==> src/rtl/hsla_pkg.sv <==
package hsla_pkg;

    // one input item: hue in 1/16 degree, saturation and lightness in 1/16 percent
    typedef struct packed {
        logic signed [15:0] hue;
        logic signed [11:0] saturation;
        logic signed [11:0] lightness;
        logic        [9:0]  opacity;
    } t_hsla_in;

    // one result item
    typedef struct packed {
        logic [7:0] red;
        logic [7:0] green;
        logic [7:0] blue;
        logic [7:0] alpha_out;
    } t_rgba_out;

    // per-channel numerators over CH_DEN, handed from the front end to the scalers
    typedef struct packed {
        logic [32:0] red;
        logic [32:0] green;
        logic [32:0] blue;
    } t_chan_num;

    // 60 degree hue sectors
    typedef enum logic [2:0] {
        SEC_RED_YEL = 3'd0,
        SEC_YEL_GRN = 3'd1,
        SEC_GRN_CYN = 3'd2,
        SEC_CYN_BLU = 3'd3,
        SEC_BLU_MAG = 3'd4,
        SEC_MAG_RED = 3'd5
    } t_sector;

    localparam int PIPE_DEPTH = 7;

    // hue handling: bias by six full turns so the wrapped value is non-negative
    localparam logic [17:0] HUE_BIAS    = 18'd34560;
    localparam logic [12:0] HUE_RECIP15 = 13'd4370;    // ceil(2^16 / 15)
    localparam logic [16:0] HUE_SECTOR  = 17'd960;
    localparam logic [11:0] SEC_RECIP6  = 12'd43;      // about 2^8 / 6
    localparam logic [6:0]  SEC_COUNT   = 7'd6;

    localparam logic [10:0] PCT_FULL    = 11'd1600;
    localparam logic [10:0] PCT_HALF    = 11'd800;

    // all channel terms are kept over CH_DEN = 1600 * 1600 * 960
    localparam logic [31:0] CD_SCALE    = 32'd960;
    localparam logic [31:0] CN_HALF     = 32'd480;
    localparam logic [31:0] MD_SCALE    = 32'd1536000;
    localparam logic [31:0] CH_DEN      = 32'd2457600000;
    localparam logic [40:0] CH_HALF     = 41'd1228800000;
    localparam logic [40:0] CH_MAX      = 41'd255;

    localparam logic [63:0] CH_RECIP_W  = (64'd1 << 48) / {32'd0, CH_DEN};
    localparam logic [16:0] CH_RECIP    = CH_RECIP_W[16:0];

endpackage

==> src/rtl/hsla_front.sv <==
module hsla_front import hsla_pkg::*; (
    input  logic      i_clk,
    input  logic      i_en,
    input  t_hsla_in  i_pix,
    output t_chan_num o_num
);

    // stage 1: clamps, hue wrap and split into sector count and offset
    logic [17:0] w_hext;
    logic [17:0] w_hbias;
    logic [16:0] w_u;
    logic [23:0] w_qprod;
    logic [6:0]  w_q;
    logic [16:0] w_off;
    logic [10:0] w_s;
    logic [10:0] w_l;

    logic [6:0]  r_q;
    logic [9:0]  r_off;
    logic [10:0] r_s;
    logic [10:0] r_l;

    assign w_hext  = {{2{i_pix.hue[15]}}, i_pix.hue};
    assign w_hbias = w_hext + HUE_BIAS;
    assign w_u     = w_hbias[16:0];
    assign w_qprod = 24'(w_u[16:6]) * 24'(HUE_RECIP15);
    assign w_q     = w_qprod[22:16];
    assign w_off   = w_u - 17'(w_q) * HUE_SECTOR;

    always_comb begin
        if (i_pix.saturation[11]) begin
            w_s = '0;
        end else if (i_pix.saturation[10:0] > PCT_FULL) begin
            w_s = PCT_FULL;
        end else begin
            w_s = i_pix.saturation[10:0];
        end
        if (i_pix.lightness[11]) begin
            w_l = '0;
        end else if (i_pix.lightness[10:0] > PCT_FULL) begin
            w_l = PCT_FULL;
        end else begin
            w_l = i_pix.lightness[10:0];
        end
    end

    always_ff @(posedge i_clk) begin
        if (i_en) begin
            r_q   <= w_q;
            r_off <= w_off[9:0];
            r_s   <= w_s;
            r_l   <= w_l;
        end
    end

    // stage 2: sector, triangle weight, chroma numerator
    logic [11:0] w_sprod;
    logic [6:0]  w_secw;
    logic [2:0]  w_sec;
    logic [9:0]  w_tri;
    logic [11:0] w_l2x;
    logic [10:0] w_twol;
    logic [10:0] w_cw;
    logic [21:0] w_cn;

    logic [2:0]  r_sec2;
    logic [9:0]  r_tri;
    logic [21:0] r_cn;
    logic [10:0] r_l2;

    assign w_sprod = 12'(r_q) * SEC_RECIP6;
    assign w_secw  = r_q - 7'(w_sprod[11:8]) * SEC_COUNT;
    assign w_sec   = w_secw[2:0];
    // odd sectors run down the triangle
    assign w_tri   = w_sec[0] ? (10'(HUE_SECTOR) - r_off) : r_off;
    assign w_l2x   = {r_l, 1'b0};
    assign w_twol  = (r_l >= PCT_HALF) ? 11'(w_l2x - 12'(PCT_FULL))
                                       : 11'(12'(PCT_FULL) - w_l2x);
    assign w_cw    = PCT_FULL - w_twol;
    assign w_cn    = 22'(w_cw) * 22'(r_s);

    always_ff @(posedge i_clk) begin
        if (i_en) begin
            r_sec2 <= w_sec;
            r_tri  <= w_tri;
            r_cn   <= w_cn;
            r_l2   <= r_l;
        end
    end

    // stage 3: chroma, second component and offset over the common denominator
    logic [31:0] w_cd;
    logic [31:0] w_xd;
    logic [31:0] w_lterm;
    logic [31:0] w_cterm;

    logic [2:0]  r_sec3;
    logic [31:0] r_cd;
    logic [31:0] r_xd;
    logic [31:0] r_md;

    assign w_cd    = 32'(r_cn) * CD_SCALE;
    assign w_xd    = 32'(r_cn) * 32'(r_tri);
    assign w_lterm = 32'(r_l2) * MD_SCALE;
    assign w_cterm = 32'(r_cn) * CN_HALF;

    always_ff @(posedge i_clk) begin
        if (i_en) begin
            r_sec3 <= r_sec2;
            r_cd   <= w_cd;
            r_xd   <= w_xd;
            // offset never goes negative for clamped inputs
            r_md   <= w_lterm - w_cterm;
        end
    end

    // stage 4: sector mapping and offset add
    logic [31:0] w_r;
    logic [31:0] w_g;
    logic [31:0] w_b;
    t_chan_num   r_num;

    always_comb begin
        case (t_sector'(r_sec3))
            SEC_RED_YEL: begin
                w_r = r_cd; w_g = r_xd; w_b = '0;
            end
            SEC_YEL_GRN: begin
                w_r = r_xd; w_g = r_cd; w_b = '0;
            end
            SEC_GRN_CYN: begin
                w_r = '0;   w_g = r_cd; w_b = r_xd;
            end
            SEC_CYN_BLU: begin
                w_r = '0;   w_g = r_xd; w_b = r_cd;
            end
            SEC_BLU_MAG: begin
                w_r = r_xd; w_g = '0;   w_b = r_cd;
            end
            default: begin
                w_r = r_cd; w_g = '0;   w_b = r_xd;
            end
        endcase
    end

    always_ff @(posedge i_clk) begin
        if (i_en) begin
            r_num.red   <= {1'b0, w_r} + {1'b0, r_md};
            r_num.green <= {1'b0, w_g} + {1'b0, r_md};
            r_num.blue  <= {1'b0, w_b} + {1'b0, r_md};
        end
    end

    assign o_num = r_num;

endmodule

==> src/rtl/hsla_scale.sv <==
module hsla_scale import hsla_pkg::*; (
    input  logic        i_clk,
    input  logic        i_en,
    input  logic [32:0] i_num,
    output logic [7:0]  o_chan
);

    // stage 5: scale by 255 and add half for round to nearest
    logic [40:0] r_n;

    always_ff @(posedge i_clk) begin
        if (i_en) begin
            r_n <= 41'(i_num) * CH_MAX + CH_HALF;
        end
    end

    // stage 6: reciprocal estimate, low by at most one
    logic [33:0] w_qe_prod;
    logic [9:0]  r_qe;
    logic [40:0] r_n2;

    assign w_qe_prod = 34'(r_n[40:24]) * 34'(CH_RECIP);

    always_ff @(posedge i_clk) begin
        if (i_en) begin
            r_qe <= w_qe_prod[33:24];
            r_n2 <= r_n;
        end
    end

    // stage 7: remainder check, correct and saturate
    logic [41:0] w_rem;
    logic [10:0] w_q;
    logic [7:0]  r_chan;

    assign w_rem = {1'b0, r_n2} - 42'(r_qe) * 42'(CH_DEN);
    assign w_q   = {1'b0, r_qe} + ((w_rem >= 42'(CH_DEN)) ? 11'd1 : 11'd0);

    always_ff @(posedge i_clk) begin
        if (i_en) begin
            r_chan <= (w_q > 11'(CH_MAX)) ? 8'(CH_MAX) : w_q[7:0];
        end
    end

    assign o_chan = r_chan;

endmodule

==> src/rtl/hsla_to_rgba_converter_unit.sv <==
// hsla to rgba color converter, fixed point, exact rounding
// the result is registered through the front and scaler stages after input accept
// throughput: one item per cycle; the whole pipeline advances together and
// holds only while a result is waiting and the output side stalls
// reset (i_rst_n low, synchronous) clears the valid bits, data regs keep garbage
module hsla_to_rgba_converter_unit import hsla_pkg::*; (
    input  logic      i_clk,
    input  logic      i_rst_n,
    // input channel
    input  logic      i_valid,
    input  t_hsla_in  i_hsla,
    output logic      o_stall,
    // output channel
    output logic      o_valid,
    output t_rgba_out o_rgba,
    input  logic      i_stall
);

    // pipeline advance: free unless a finished item is held by the sink
    logic w_en;
    logic [PIPE_DEPTH-1:0] r_vld;

    assign w_en    = ~(r_vld[PIPE_DEPTH-1] & i_stall);
    assign o_stall = ~w_en;
    assign o_valid = r_vld[PIPE_DEPTH-1];

    // valid bits travel alongside the data stages
    always_ff @(posedge i_clk) begin
        if (!i_rst_n) begin
            r_vld <= '0;
        end else if (w_en) begin
            r_vld <= {r_vld[PIPE_DEPTH-2:0], i_valid};
        end
    end

    // alpha only needs a clamp, then rides a delay line to line up with rgb
    logic [7:0] w_alpha;
    logic [7:0] r_alpha [PIPE_DEPTH];

    assign w_alpha = (i_hsla.opacity > 10'(CH_MAX)) ? 8'(CH_MAX) : i_hsla.opacity[7:0];

    always_ff @(posedge i_clk) begin
        if (w_en) begin
            r_alpha[0] <= w_alpha;
            for (int k = 1; k < PIPE_DEPTH; k++) begin
                r_alpha[k] <= r_alpha[k-1];
            end
        end
    end

    // stages 1-4: clamps, hue sector, chroma and per-channel numerators
    t_chan_num w_num;

    hsla_front u_front (
        .i_clk (i_clk),
        .i_en  (w_en),
        .i_pix (i_hsla),
        .o_num (w_num)
    );

    // stages 5-7: scale to 0..255 with round to nearest, one scaler per channel
    logic [7:0] w_red;
    logic [7:0] w_green;
    logic [7:0] w_blue;

    hsla_scale u_scale_red (
        .i_clk  (i_clk),
        .i_en   (w_en),
        .i_num  (w_num.red),
        .o_chan (w_red)
    );

    hsla_scale u_scale_green (
        .i_clk  (i_clk),
        .i_en   (w_en),
        .i_num  (w_num.green),
        .o_chan (w_green)
    );

    hsla_scale u_scale_blue (
        .i_clk  (i_clk),
        .i_en   (w_en),
        .i_num  (w_num.blue),
        .o_chan (w_blue)
    );

    // last stage regs of the scalers form the output register
    assign o_rgba.red       = w_red;
    assign o_rgba.green     = w_green;
    assign o_rgba.blue      = w_blue;
    assign o_rgba.alpha_out = r_alpha[PIPE_DEPTH-1];

endmodule
==> config.mk <==
export PLATFORM = sky130hd
export DESIGN_NAME = hsla_to_rgba_converter_unit
export DESIGN_NICKNAME = d
export VERILOG_FILES = /design/src/rtl/hsla_pkg.sv /design/src/rtl/hsla_front.sv /design/src/rtl/hsla_scale.sv /design/src/rtl/hsla_to_rgba_converter_unit.sv
export SDC_FILE = /design/constraint.sdc
export NUM_CORES = 2
export LEC_CHECK = 0
export BUFFER_PORTS_ARGS = -buffer_cell sky130_fd_sc_hd__buf_4
export CORE_MARGIN = 8
export CORE_UTILIZATION = 45
export CTS_BUF_LIST = sky130_fd_sc_hd__clkbuf_8
export CTS_CLUSTER_DIAMETER = 80
export DETAILED_ROUTE_END_ITERATION = 6
export HOLD_SLACK_MARGIN = 0.02
export PLACE_DENSITY_LB_ADDON = 0.08
export SYNTH_ARGS = -nofsm -noshare
export SYNTH_HDL_FRONTEND = slang
export SYNTH_HIERARCHICAL = 1
export SYNTH_SLANG_ARGS = --single-unit
==> constraint.sdc <==
create_clock -name i_clk -period 14.6 [get_ports i_clk]
set_input_delay 4.38 -clock i_clk [delete_from_list [all_inputs] [get_ports i_clk]]
set_output_delay 4.38 -clock i_clk [all_outputs]
set_load 0.005 [all_outputs]
After elaboration in Yosys (flattened, before gate mapping)
Memories as Yosys holds them, arrays and structs flattened.
Cells that the tools add are included.
{ "classes": {"n_addsub": 20, "n_mul": 18, "magnitude_cmp": 10, "n_eq_ne": 4, "muxes": 12, "n_bitwise": 1, "n_reduce_logical": 9} }
{ "op_table": {"columns": ["operator", "count"], "rows": [
  ["$pmux 32 s2", 3],
  ["$ge 42x32->1 const B", 3],
  ["$sub 41x42->42", 3],
  ["$add 41x31->41 const B", 3],
  ["$mul 33x8->41 const B", 3],
  ["$add 32x32->33", 3],
  ["$mul 17x15->32 const B", 3],
  ["$mul 10x14->24 const B", 3],
  ["$mul 22x4->26 const B", 2],
  ["$add 10x11->11", 3],
  ["$gt 11x8->1 const B", 3],
  ["$mux 11", 3],
  ["$mul 22x10->32", 1],
  ["$sub 32x31->32", 1],
  ["$gt 11x11->1 const B", 2],
  ["$mul 11x11->22", 1],
  ["$mul 11x12->22 const B", 1],
  ["$sub 11x11->11 const A", 2],
  ["$mul 11x9->20 const B", 1],
  ["$add 16x17->17 const B", 1],
  ["$reduce_or 2->1", 8],
  ["$mul 7x6->12 const B", 1],
  ["$ge 11x10->1 const B", 1],
  ["$sub 11x11->11 const B", 1],
  ["other kinds (14)", 18]
]} }
{ "word_totals": {"regBits": 584, "ram_bits": 56, "in_bits": 54, "out_inout_bits": 34, "wordCells": 105, "n_memories": 1} }
{ "mem_list": {"columns": ["name", "depth", "width", "read_ports", "rd_ports_with_merged_regs", "wr", "line", "rtl"], "rows": [
  ["r_alpha", 7, 8, 7, 0, 7, "hsla_to_rgba_converter_unit.sv:38", "logic [7:0] r_alpha [PIPE_DEPTH];"]
]} }

Logic depth before layout (Yosys ltp)
{ "logic_depth": {"depth_word": 6, "ltp_mapped": 36, "ltp_nobuf": 36} }

Cells and area by module
Netlist, hierarchy kept.
{ "modules_own_cells": {"columns": ["mod", "n_inst", "cells_per_inst", "area_per_inst_um2"], "rows": [
  ["hsla_front", 1, 3055, 30498.0],
  ["hsla_scale (u_scale_green)", 1, 1628, 16540.9],
  ["hsla_scale (u_scale_red)", 1, 1621, 16523.3],
  ["hsla_scale (u_scale_blue)", 1, 1595, 16497.1],
  ["hsla_to_rgba_converter_unit", 1, 88, 1985.7]
]} }

Worst setup path after synthesis
Ideal clock, no wire load.
{ "synth_timing": {"path_type": "input -> output", "from": "input i_stall", "to": "output o_stall", "t_arrival_ps": 7884, "required_ps": 10220, "path_slack_ps": 2336, "path_stages": 2, "n_path_buf": 0, "cell_sequence": "nand2_4 -> inv_4"} }
{ "synth_via": {"elab_chain_len": 1} }
{ "synth_rtl": {"columns": ["item", "line", "rtl"], "rows": [
  ["start: declaration", "hsla_to_rgba_converter_unit.sv:16", "input logic i_stall"],
  ["$and 1x1->1", "hsla_to_rgba_converter_unit.sv:23", "assign w_en = ~(r_vld[PIPE_DEPTH-1] & i_stall);"],
  ["end: declaration", "hsla_to_rgba_converter_unit.sv:12", "output logic o_stall,"]
]} }
No other way between the ends.

Final worst setup path
Same ends and word-level chain as after synthesis.

==> results.md <==
Run status:
- The run finished with clean final reports.

STA:
- The final critical-path required period is 9650 ps.
- The setup TNS is 0 ps.
- Measured against its own limit, the worst slew margin works out to 30.2%.
- The transition time at the pin with the least slew margin is 1040 ps.
- The number of max-slew violations in the final report is 0.
- Setup repair after global routing left no endpoint under its margin.
- After layout, the worst path uses 66.1% of the clock period.
- Timing would allow up to 0.104 GHz.
- The final number of hold-violating endpoints is 0.
- The worst hold slack across all endpoints is 402 ps.
- Clock skew on the completed layout was measured at 71.9 ps.
- The number of endpoints failing setup at the final stage is 0.

Synthesis:
- Synthesis produced a netlist whose cell count is 7987.
- The count of synthesis-stage warnings from yosys is 6.
- A synthesized cell averages 10.3 um2.
- The share of synthesized registers carrying an async set or reset is 0%.
- The post-synth design cell area is 82000 um2.
- Counting flops and latches in the post-synthesis netlist gives 519.
- The most used flip-flop cell after synthesis is edfxtp_1.
- For this run, the register share of the synthesized area comes to 18.9%.
- The number of synthesized flops with an enable pin is 512.
- Yosys mapped the design onto 115 distinct sky130hd cell types.

GRT:
- Entering global routing, the biggest net connects 103 pins.
- The wire length of the first global-routing pass is 297 mm.
- The leftover overflow at the end of global routing is 0.
- The global routing usage summed across all routing layers is 18.2%.
- The initial antenna violation count is 3.
- The via count of the first global-routing pass came to 58200.

Route:
- The average wire per cell in the routed design is 16.7 um.
- The detailed-route wire length is 176 mm.
- The ratio of routed vias to standard cells is 5.15.
- The number of nets with antenna violations after routing is 0.
- The violation count after the first detailed-route iteration is 2191.
- Detailed routing inserted a total of 54300 vias.
- The remaining design rule violation count is 0.
- The first-pass iteration count of the detailed router is 5.

Floorplan:
- From bottom edge to top edge, the die measures 443 um.
- The boundary pin count is 88.
- The floorplan step set the die width to 443 um.
- The starting density of the core is 45.3%.
- The number of rows in the core area is 156.
- The full die area is 196000 um2.
- The core region area is 181000 um2.

Critical path:
- The startpoint kind of the worst setup timing path is a primary input.
- The arrival time at the worst endpoint is 5270 ps.
- The worst setup path is captured at an output port.
- The worst setup path category is primary input to output port.
- The data required time of the critical path is 10220 ps.
- Of all nets on the critical path, the largest fanout is 102.

Placement:
- The placed instance area is 85400 um2.
- The count of buffers added on input and output ports is 87.
- The half-perimeter wire length after detailed placement is 150 mm.
- The congestion estimate from routability-driven global placement came to 0.860.
- Once placement completed, the tool counted placed cells totaling 10400.

Clocking:
- The source-to-sink clock delay at the later pin of the worst-skew pair is 850 ps.
- Buffers added to address setup during post-CTS repair amount to 0.
- The buffer depth of the longest clock path is 3.
- The clock net sink count is 519.
- In this run the number of H-tree levels came out at 3.
- The total CTS buffers is 101.
- The root cell of the clock tree is clkbuf_8.
- TritonCTS built the clock tree.
- The quantity of hold-fixing buffers added after cts is 0.
- The clock input transition at the sequential cells of the worst setup and hold paths is 60 ps.
- After clock tree synthesis, the repair step resized 0 gates.

Final layout:
- The fraction of final layout cells with drive strength greater than 1 is 4.35%.
- The number of filler instances in the final layout is 16900.
- The area added between synthesis and finish is 6.66%.
- After routing the design area is 87500 um2.
- The count of placed standard cells in the final layout, fillers left out is 10500.
- In the final design database the tool counted 10600 nets.

Run:
- The count of maximum capacitance violations is 0.

Worst hold path:
- The path class of the lowest-slack min-delay path is flop to flop.
## synth_stat cells (9+ instances only)
cell	number	area, um2
a2111oi_0	10	87.6
xnor2_1	281	2460
nand3_1	95	475
edfxtp_1	512	15400
o211ai_1	26	195
o2111ai_1	10	87.6
nor4_1	21	131
nand2_1	498	1870
o21bai_1	37	278
nand4_1	39	244
o311ai_0	10	87.6
a31o_2	16	140
o21ai_0	205	1030
a21boi_0	15	113
o21a_1	63	473
or3_1	40	250
a21oi_1	363	1820
and2_1	216	1350
nand2b_1	59	369
o31ai_1	30	225
clkbuf_1	97	364
a311oi_1	9	78.8
o21ai_1	15	75.1
a22o_1	26	228
a31oi_1	44	275
a211oi_1	63	473
nand3b_1	15	113
nor3_1	92	460
xor2_1	127	1110
nor2b_1	63	394
nor2_1	278	1040
mux2_2	10	113
inv_1	1658	6220
or2_2	22	138
and3_1	65	407
mux2i_1	19	190
a21o_1	139	1040
fa_1	1204	24100
ha_1	1282	16000
a211o_1	20	175
## stage by stage
step	worst slack [ps]	util, %
6_report	4950	48.4
5_1_grt	4720	48.4
4_1_cts	4860	48.4
3_5_place_dp	4260	47.2
3_3_place_gp	4260	47.2
2_1_floorplan	2340	-
## worst paths after layout
| path | from | endpoint | slack [ps] | depth (start not counted) |
|---|---|---|---|---|
| worst max-delay path | i_stall | o_stall | 4950 | 4 |
| worst min-delay path | r_alpha[3][2]$_DFFE_PN_ | r_alpha[4][2]$_DFFE_PN_ | 400 | 0 |
| worst max register to register | u_scale_blue/r_qe[7]$_DFFE_PP_ | u_scale_blue/o_chan[4]$_SDFFCE_PN1P_ | 5620 | 34 |
| worst min register to register | r_alpha[3][2]$_DFFE_PN_ | r_alpha[4][2]$_DFFE_PN_ | 400 | 0 |
## layout make-up
cell class | instances | area [um2] | area share [%]
multi-input cells | 5696 | 59900 | 68.4
flip-flops and latches | 519 | 15500 | 17.7
inverters | 1659 | 6230 | 7.12
well taps | 2370 | 2970 | 3.39
clock buffers | 101 | 1390 | 1.59
repair buffers | 112 | 841 | 0.961
clock inverters | 88 | 692 | 0.791
diodes | 4 | 10.0 | 0.0114
## registers in the layout, summed over array words and instances, names as in the netlist, 25 cells and up
register       flops
u_front/r_md      25
r_alpha           56
u_front/r_xd      31
u_front/o_num     96
u_front/r_cd      25
## kinds of logic (layout without fill, tap and decap cells)
family	after synthesis	count (layout)	share of synthesized area, %
AO/OA/AOI/OAI	1221	1221	9.92
multiplexers	30	30	0.387
flip-flops	519	519	18.9
adder cells (fa/ha/maj)	2486	2486	48.9
buffers and inverters	1774	1960	8.17
other	1	7	0.00457
XOR/XNOR	408	408	4.36
AND/OR/NAND/NOR	1548	1548	9.32
## worst max-delay path, stage by stage
cell	delay (ps)
buf_4	130
nand2_8	490
inv_4	90
buf_4	170
## layer usage
layer  GRT usage [%]  share of wire [%]
met1            25.3                 48
met2            30.8                 47
met3            2.26                3.1
met4            3.66                2.0
met5               0                  0
## cell usage in the layout (no fill, tap or decap), types with 15 or more instances in the layout
cell / n
clkbuf_8: 101
or2_2: 22
nand3b_1: 15
fa_1: 1204
and3_1: 65
mux2i_1: 19
nor2_1: 277
o31ai_1: 30
edfxtp_1: 512
xnor2_1: 280
nor2b_1: 63
o21bai_1: 37
a31o_2: 16
and2_1: 216
nor4_1: 21
or3_1: 40
o21ai_1: 15
nor3_1: 92
a31oi_1: 44
o21a_1: 63
nand4_1: 39
a21oi_1: 363
a211oi_1: 63
o211ai_1: 26
xor2_1: 125
a21boi_0: 15
nand2_1: 498
clkinv_2: 15
o21ai_0: 205
a22o_1: 26
nand2b_1: 59
ha_1: 1282
clkinv_1: 25
nand3_1: 95
buf_4: 112
a211o_1: 20
inv_1: 1680
a21o_1: 139
Power is not shown: default switching activity piles up to over one toggle a cycle in this logic, so the estimate is an artifact.
